### src/pal_pkg.sv
`timescale 1ns / 1ps
package pal_pkg;

  localparam int CAPACITY = 64;
  localparam int AW = $clog2(CAPACITY);
  localparam int CW = $clog2(CAPACITY + 1);
  localparam int PW = 7;
  localparam int VW = 32;
  localparam int KW = 2;
  localparam int XW = ((CW > PW) ? CW : PW) + 1;

  localparam logic [KW-1:0] REQ_INSERT = 2'd0;
  localparam logic [KW-1:0] REQ_DELETE = 2'd1;
  localparam logic [KW-1:0] REQ_LOCATE = 2'd2;

  typedef enum logic [2:0] {
    ST_IDLE,
    ST_INS_SHIFT,
    ST_INS_PUT,
    ST_DEL_SHIFT,
    ST_LOC_SCAN,
    ST_DONE
  } state_t;

  typedef struct packed {
    logic          ok;
    logic [VW-1:0] removed_value;
    logic [PW-1:0] found_position;
    logic [PW-1:0] count;
  } res_t;

endpackage

### src/positional_array_list.sv
`timescale 1ns / 1ps
// channel  | fields (tuser ; tdata, lowest bit first)
// s_*      | req_type[1:0] ; position[6:0], value[38:7]
// m_*      | ok[0] ; removed_value[31:0], found_position[38:32], count[45:39]
//
// one request at a time; s_tready is high only while the sequencer is idle
// insert and delete shift the elements one at a time, and locate reads them in order
// until a match, through the one read and one write port of the element ram; a rejected
// or unused request goes straight to its result, and any result can be held by m_tready
// rst is synchronous and clears the count, the read-valid flag and the handshake state only
// a finished result waits in the sequencer while the output register holds a transfer
module positional_array_list (
  input  logic        clk,
  input  logic        rst,
  input  logic        s_tvalid,
  output logic        s_tready,
  input  logic [39:0] s_tdata,   // position, value
  input  logic [1:0]  s_tuser,   // req_type
  output logic        m_tvalid,
  input  logic        m_tready,
  output logic [47:0] m_tdata,   // removed_value, found_position, count
  output logic [0:0]  m_tuser    // ok
);
  import pal_pkg::*;

  res_t          res, out_q;
  logic          res_valid, res_ready;
  logic          rd_en, wr_en;
  logic [AW-1:0] rd_addr, wr_addr;
  logic [VW-1:0] rd_data, wr_data;

  assign res_ready = !m_tvalid || m_tready;

  pal_seq u_seq (
    .clk       (clk),
    .rst       (rst),
    .req_valid (s_tvalid),
    .req_ready (s_tready),
    .req_type  (s_tuser),
    .position  (s_tdata[PW-1:0]),
    .value     (s_tdata[PW+VW-1:PW]),
    .res_valid (res_valid),
    .res_ready (res_ready),
    .res       (res),
    .rd_en     (rd_en),
    .rd_addr   (rd_addr),
    .rd_data   (rd_data),
    .wr_en     (wr_en),
    .wr_addr   (wr_addr),
    .wr_data   (wr_data)
  );

  pal_ram #(
    .DEPTH (CAPACITY),
    .WIDTH (VW)
  ) u_ram (
    .clk     (clk),
    .wr_en   (wr_en),
    .wr_addr (wr_addr),
    .wr_data (wr_data),
    .rd_en   (rd_en),
    .rd_addr (rd_addr),
    .rd_data (rd_data)
  );

  always_ff @(posedge clk) begin
    if (rst) begin
      m_tvalid <= 1'b0;
    end else if (res_ready) begin
      m_tvalid <= res_valid;
    end
  end

  always_ff @(posedge clk) begin
    if (res_valid && res_ready) begin
      out_q <= res;
    end
  end

  assign m_tuser = out_q.ok;
  assign m_tdata = {2'b00, out_q.count, out_q.found_position, out_q.removed_value};

endmodule

### src/pal_ram.sv
`timescale 1ns / 1ps
module pal_ram #(
  parameter int DEPTH = 64,
  parameter int WIDTH = 32,
  parameter int ABITS = $clog2(DEPTH)
) (
  input  logic             clk,
  input  logic             wr_en,
  input  logic [ABITS-1:0] wr_addr,
  input  logic [WIDTH-1:0] wr_data,
  input  logic             rd_en,
  input  logic [ABITS-1:0] rd_addr,
  output logic [WIDTH-1:0] rd_data
);

  logic [WIDTH-1:0] mem [DEPTH];

  always_ff @(posedge clk) begin
    if (wr_en) begin
      mem[wr_addr] <= wr_data;
    end
  end

  always_ff @(posedge clk) begin
    if (rd_en) begin
      rd_data <= mem[rd_addr];
    end
  end

endmodule

### src/pal_seq.sv
`timescale 1ns / 1ps
module pal_seq (
  input  logic                       clk,
  input  logic                       rst,
  input  logic                       req_valid,
  output logic                       req_ready,
  input  logic [pal_pkg::KW-1:0]     req_type,
  input  logic [pal_pkg::PW-1:0]     position,
  input  logic signed [pal_pkg::VW-1:0] value,
  output logic                       res_valid,
  input  logic                       res_ready,
  output pal_pkg::res_t              res,
  output logic                       rd_en,
  output logic [pal_pkg::AW-1:0]     rd_addr,
  input  logic [pal_pkg::VW-1:0]     rd_data,
  output logic                       wr_en,
  output logic [pal_pkg::AW-1:0]     wr_addr,
  output logic [pal_pkg::VW-1:0]     wr_data
);
  import pal_pkg::*;

  state_t        state, state_next;
  logic [CW-1:0] count, count_next;
  logic [CW-1:0] cnt, cnt_next;
  logic [AW-1:0] ptr, ptr_next;
  logic [AW-1:0] pos_q, pos_q_next;
  logic [VW-1:0] val_q, val_q_next;
  logic          rvld;
  logic [AW-1:0] raddr_q;
  logic          ok_q, ok_q_next;
  logic [VW-1:0] removed_q, removed_q_next;
  logic [PW-1:0] found_q, found_q_next;

  logic [XW-1:0] pos_x, n_x;
  logic          ins_ok, del_ok, scanning;

  assign pos_x  = XW'(position);
  assign n_x    = XW'(count);
  assign ins_ok = (pos_x != '0) && (pos_x <= n_x + XW'(1)) && (n_x < XW'(CAPACITY));
  assign del_ok = (pos_x != '0) && (pos_x <= n_x);

  assign req_ready = (state == ST_IDLE);
  assign res_valid = (state == ST_DONE);
  assign res.ok             = ok_q;
  assign res.removed_value  = removed_q;
  assign res.found_position = found_q;
  assign res.count          = PW'(count);

  assign scanning = (state == ST_INS_SHIFT) || (state == ST_DEL_SHIFT) ||
                    (state == ST_LOC_SCAN);
  assign rd_addr  = ptr;

  always_ff @(posedge clk) begin
    if (rst) begin
      state <= ST_IDLE;
      count <= '0;
      rvld  <= 1'b0;
    end else begin
      state <= state_next;
      count <= count_next;
      rvld  <= rd_en;
    end
  end

  always_ff @(posedge clk) begin
    cnt       <= cnt_next;
    ptr       <= ptr_next;
    pos_q     <= pos_q_next;
    val_q     <= val_q_next;
    raddr_q   <= ptr;
    ok_q      <= ok_q_next;
    removed_q <= removed_q_next;
    found_q   <= found_q_next;
  end

  always_comb begin
    state_next     = state;
    count_next     = count;
    cnt_next       = cnt;
    ptr_next       = ptr;
    pos_q_next     = pos_q;
    val_q_next     = val_q;
    ok_q_next      = ok_q;
    removed_q_next = removed_q;
    found_q_next   = found_q;
    rd_en          = 1'b0;
    wr_en          = 1'b0;
    wr_addr        = raddr_q;
    wr_data        = rd_data;

    if (scanning && cnt != '0) begin
      rd_en    = 1'b1;
      cnt_next = cnt - CW'(1);
      ptr_next = (state == ST_INS_SHIFT) ? ptr - AW'(1) : ptr + AW'(1);
    end

    unique case (state)
      ST_IDLE: begin
        if (req_valid) begin
          ok_q_next      = 1'b0;
          removed_q_next = '0;
          found_q_next   = '0;
          val_q_next     = value;
          pos_q_next     = AW'(pos_x - XW'(1));
          state_next     = ST_DONE;
          if (req_type == REQ_INSERT && ins_ok) begin
            cnt_next   = CW'(n_x - pos_x + XW'(1));
            ptr_next   = AW'(n_x - XW'(1));
            state_next = ST_INS_SHIFT;
          end else if (req_type == REQ_DELETE && del_ok) begin
            cnt_next   = CW'(n_x - pos_x + XW'(1));
            ptr_next   = AW'(pos_x - XW'(1));
            state_next = ST_DEL_SHIFT;
          end else if (req_type == REQ_LOCATE) begin
            cnt_next   = count;
            ptr_next   = '0;
            state_next = ST_LOC_SCAN;
          end
        end
      end
      ST_INS_SHIFT: begin
        if (rvld) begin
          wr_en   = 1'b1;
          wr_addr = raddr_q + AW'(1);
        end else if (cnt == '0) begin
          state_next = ST_INS_PUT;
        end
      end
      ST_INS_PUT: begin
        wr_en      = 1'b1;
        wr_addr    = pos_q;
        wr_data    = val_q;
        count_next = count + CW'(1);
        ok_q_next  = 1'b1;
        state_next = ST_DONE;
      end
      ST_DEL_SHIFT: begin
        if (rvld) begin
          if (raddr_q == pos_q) begin
            removed_q_next = rd_data;
          end else begin
            wr_en   = 1'b1;
            wr_addr = raddr_q - AW'(1);
          end
        end else if (cnt == '0) begin
          count_next = count - CW'(1);
          ok_q_next  = 1'b1;
          state_next = ST_DONE;
        end
      end
      ST_LOC_SCAN: begin
        if (rvld && rd_data == val_q) begin
          rd_en        = 1'b0;
          ok_q_next    = 1'b1;
          found_q_next = PW'(XW'(raddr_q) + XW'(1));
          state_next   = ST_DONE;
        end else if (!rvld && cnt == '0) begin
          state_next = ST_DONE;
        end
      end
      ST_DONE: begin
        if (res_ready) begin
          state_next = ST_IDLE;
        end
      end
      default: begin
        state_next = ST_IDLE;
      end
    endcase
  end

endmodule
### config.mk
export PLATFORM = sky130hd
export DESIGN_NAME = positional_array_list
export DESIGN_NICKNAME = d
export VERILOG_FILES = /design/src/pal_pkg.sv /design/src/positional_array_list.sv /design/src/pal_ram.sv /design/src/pal_seq.sv
export SDC_FILE = /design/constraint.sdc
export NUM_CORES = 2
export LEC_CHECK = 0
export BUFFER_PORTS_ARGS = -buffer_cell sky130_fd_sc_hd__buf_2
export CORE_MARGIN = 1.5
export CORE_UTILIZATION = 55
export DETAILED_ROUTE_END_ITERATION = 8
export HOLD_SLACK_MARGIN = 0.08
export PLACE_DENSITY_LB_ADDON = 0.2
export SLEW_MARGIN = 15
export SYNTH_ARGS = -nofsm -noshare
export SYNTH_HDL_FRONTEND = slang
export SYNTH_SLANG_ARGS = --single-unit
### constraint.sdc
create_clock -name clk -period 4.9 [get_ports clk]
set_input_delay 0.49 -clock clk [delete_from_list [all_inputs] [get_ports clk]]
set_output_delay 0.49 -clock clk [all_outputs]
set_load 0.02 [all_outputs]
==> summary.md <==
| Metric | Value |
|---|---|
| Status | `finished, final reports clean` |
| Layout area overhead | `13.5%` |
| Mean Syn Cell Area | `23.4 um2` |
| First DRT Iteration DRCs | `4959` |
| Synth unique cells | `66` |
| Number of global-route vias before repair | `40500` |
| Relative slew slack | `0.178` |
| Worst reg2reg setup slack | `0.60 ns` |
| Worst IR Drop VDD | `403 uV` |
| Min Clock Period, post-route | `4.30 ns` |
| WHS | `0.171 ns` |
| Seq cells post-synth | `2236` |
| Clock sink count | `2236` |
| Worst skew pair latency | `0.85 ns` |
| Area contributors post-synth | `edfxtp_1, mux4_2, dfxtp_1, xnor2_1, ha_1` |
| GR Overflow Total | `0` |
| Num rows | `145` |
| Leading cell type by number of instances after synthesis | `edfxtp_1` |
| Worst-case clock buffer depth | `3` |
| IO Count | `97` |
| Via count | `39700` |
| Arr. time, crit path | `4.79 ns` |
| Seq/Total Area, Yosys | `0.770` |
| Reg clk slew, reported paths | `~0.06 ns` |
| Worst Clk Skew | `~0.039 ns` |
| Post-Syn Area | `around 87000 um2` |
| Pre-CTS setup slack | `0.740 ns` |
| DRT Pass-1 Iters | `5` |
| CTS tree | `built` |
| WL final | `between 150000 and 200000 um` |
| Hold Path Sink | `u_seq.pos_q[5]` |
| Fmax | `232 MHz` |
| Final nets | `4111` |
| Startpoint types | `register` |
| Hold Crit Class | `input port to register` |
| Die Height | `400 um` |
| Maximum fanout along the worst path | `15` |
| RSZ-0062 raised after global routing | `false` |
| Drt drc | `0` |
| Crit end category | `register` |
| Total Neg Setup Slack | `0 ns` |
| Detailed Place HPWL | `113000 um` |
| Clk root buf | `clkbuf_16` |
| Vias per cell | `6.35` |
| R2r worst-path depth | `8` |
| Die area | `160000 um2` |
| Total power | `59900 uW` |
| H-tree Lvls | `4` |
| Static Leak | `0.0308 uW` |
| Initial Util | `0.555` |
| DR WL/cell | `31.6 um` |
| Final hold violations | `0` |
| Share of flip-flops with an asynchronous set or reset | `0` |
| R2R Path End | `u_ram.mem[30][26]` |
| Number of gates resized after cts | `0` |
| Util after Layout | `0.629` |
| Die W | `400 um` |
| Post-synth EDFFs | `2205` |
| Antenna viol nets, final | `0` |
| Max-cap violations | `0` |
| Hold depth | `2` |
| Share of post-route cells with drive strength above 1 | `0.317` |
| Area share of the largest cell type after synthesis | `0.763` |
| Pwr dens | `608 nW/um2` |
| Core Area | `157000 um2` |
| Warnings from Yosys | `0` |
| Fillers | `10100` |
| Most used DFF post-synth | `edfxtp_1` |
| Initial antenna violation count | `11` |
| Gr usage total | `0.250` |
| Final setup viols | `0` |
| Tcrit/Tclk final | `0.879` |
| CP Class | `register to register` |
| Port Buffers | `93` |
| RePlAce Congestion | `0.876` |
| Worst r2r src | `u_seq.raddr_q[2]` |
| First-pass GRT wire length | `286000 um` |
| Required @ worst endpoint | `5.39 ns` |
| CTS Buf Count | `about 210` |
| Commonest cells in the netlist | `edfxtp_1, mux4_2, nor2_1, clkbuf_1, xnor2_1` |
| Syn Inst Count | `3707` |
| Worst hold start | `s_tdata[5]` |
| Largest net degree at the start of global routing | `69` |
| Post-synth top area cell | `edfxtp_1` |
| Worst-Margin Slew | `1.23 ns` |
| Final worst slack | `0.595 ns` |
| Pins Over Slew Limit | `0` |
==> worst max-delay path: stages, from the launching register on <==
cell      delay (ns)
dfxtp_1         0.48
or4_1           0.62
nor2_1          0.12
o211ai_1        0.10
a221oi_1        0.60
or2_2           0.39
nand3_1         0.60
nor2_4          0.66
buf_4           0.37
==> cells by family after synthesis <==
family,synth area share
adder cells (fa/ha/maj),0.00654
AND/OR/NAND/NOR,0.0160
other,0.0000432
multiplexers,0.179
flip-flops,0.770
AO/OA/AOI/OAI,0.00971
XOR/XNOR,0.00756
buffers and inverters,0.0120
==> sequential cells by signal, summed over array words and instances (netlist names) <==
signal	flops
u_seq.found_q	7
u_seq.removed_q	32
u_seq.count	7
u_seq.state	3
u_seq.raddr_q	6
u_seq.val_q	32
u_seq.pos_q	6
m_tvalid	1
u_seq.rvld	1
u_ram.mem	2048
u_seq.rd_addr	6
u_ram.rd_data	32
u_seq.ok_q	1
u_seq.cnt	7
m_tuser	1
m_tdata	46
==> where the power goes <==
group          switching (uW)  leakage [uW]  internal (uW)
clock                    6840       0.00328           8990
sequential               1060        0.0201          25300
combinational           10600       0.00734           7240
total                   18500        0.0308          41500
==> final cells by class <==
cell class,count,area (um2),area share
Sequential cell,2236,66900,0.678
Multi-Input combinational cell,1239,19600,0.198
Clock buffer,269,5670,0.0575
Timing Repair Buffer,292,2710,0.0275
Tap cell,2058,2570,0.0261
Clock inverter,122,1040,0.0105
Inverter,40,150,0.00152
Antenna cell,2,5.00,0.0000508
==> stage by stage <==
stage | cells | instance area, um2
floorplan | 3708 | 86800
CTS | 6256 | 98500
detailed placement | 5830 | 91400
finish | 6258 | 98500
global route | 6256 | 98500
global placement | 5830 | 91400
==> placed cells by master, fill, tap and decap left out, drive strengths merged, types with 31 or more instances in the layout <==
cell / netlist / final
clkinv: 0 / 97
clkbuf: 108 / 269
ha: 39 / 39
and2: 32 / 32
dlygate4sd3: 0 / 35
a21oi: 37 / 37
buf: 85 / 257
xnor2: 63 / 63
dfxtp: 31 / 31
nor2: 109 / 109
edfxtp: 2205 / 2205
inv: 40 / 45
mux4: 671 / 671
mux2: 32 / 32
==> how the worst max path moves through the flow <==
stage,start,cells after the start,end
2_1_floorplan,u_seq.raddr_q[0],7,u_ram.mem[51][0]
3_3_place_gp,u_seq.raddr_q[2],8,u_ram.mem[21][11]
3_5_place_dp,u_seq.raddr_q[2],8,u_ram.mem[21][11]
4_1_cts,u_seq.raddr_q[2],8,u_ram.mem[21][28]
5_1_grt,u_seq.raddr_q[2],8,u_ram.mem[23][11]
6_report,u_seq.raddr_q[2],8,u_ram.mem[30][26]
==> layer usage <==
layer,global-route usage,part of all wire,vias to the layer above
met3,0.0637,0.096,285
li1,-,-,16400
met5,0,0.000061,-
met4,0.0581,0.019,2
met2,0.398,0.48,1751
met1,0.354,0.40,21300
==> what timing repair did <==
item                                   in CTS  in global routing
buffers inserted                            0                  0
endpoints found under the hold margin      44                  0
hold buffers                               35                  0
Power figures use the tool's default switching activity.
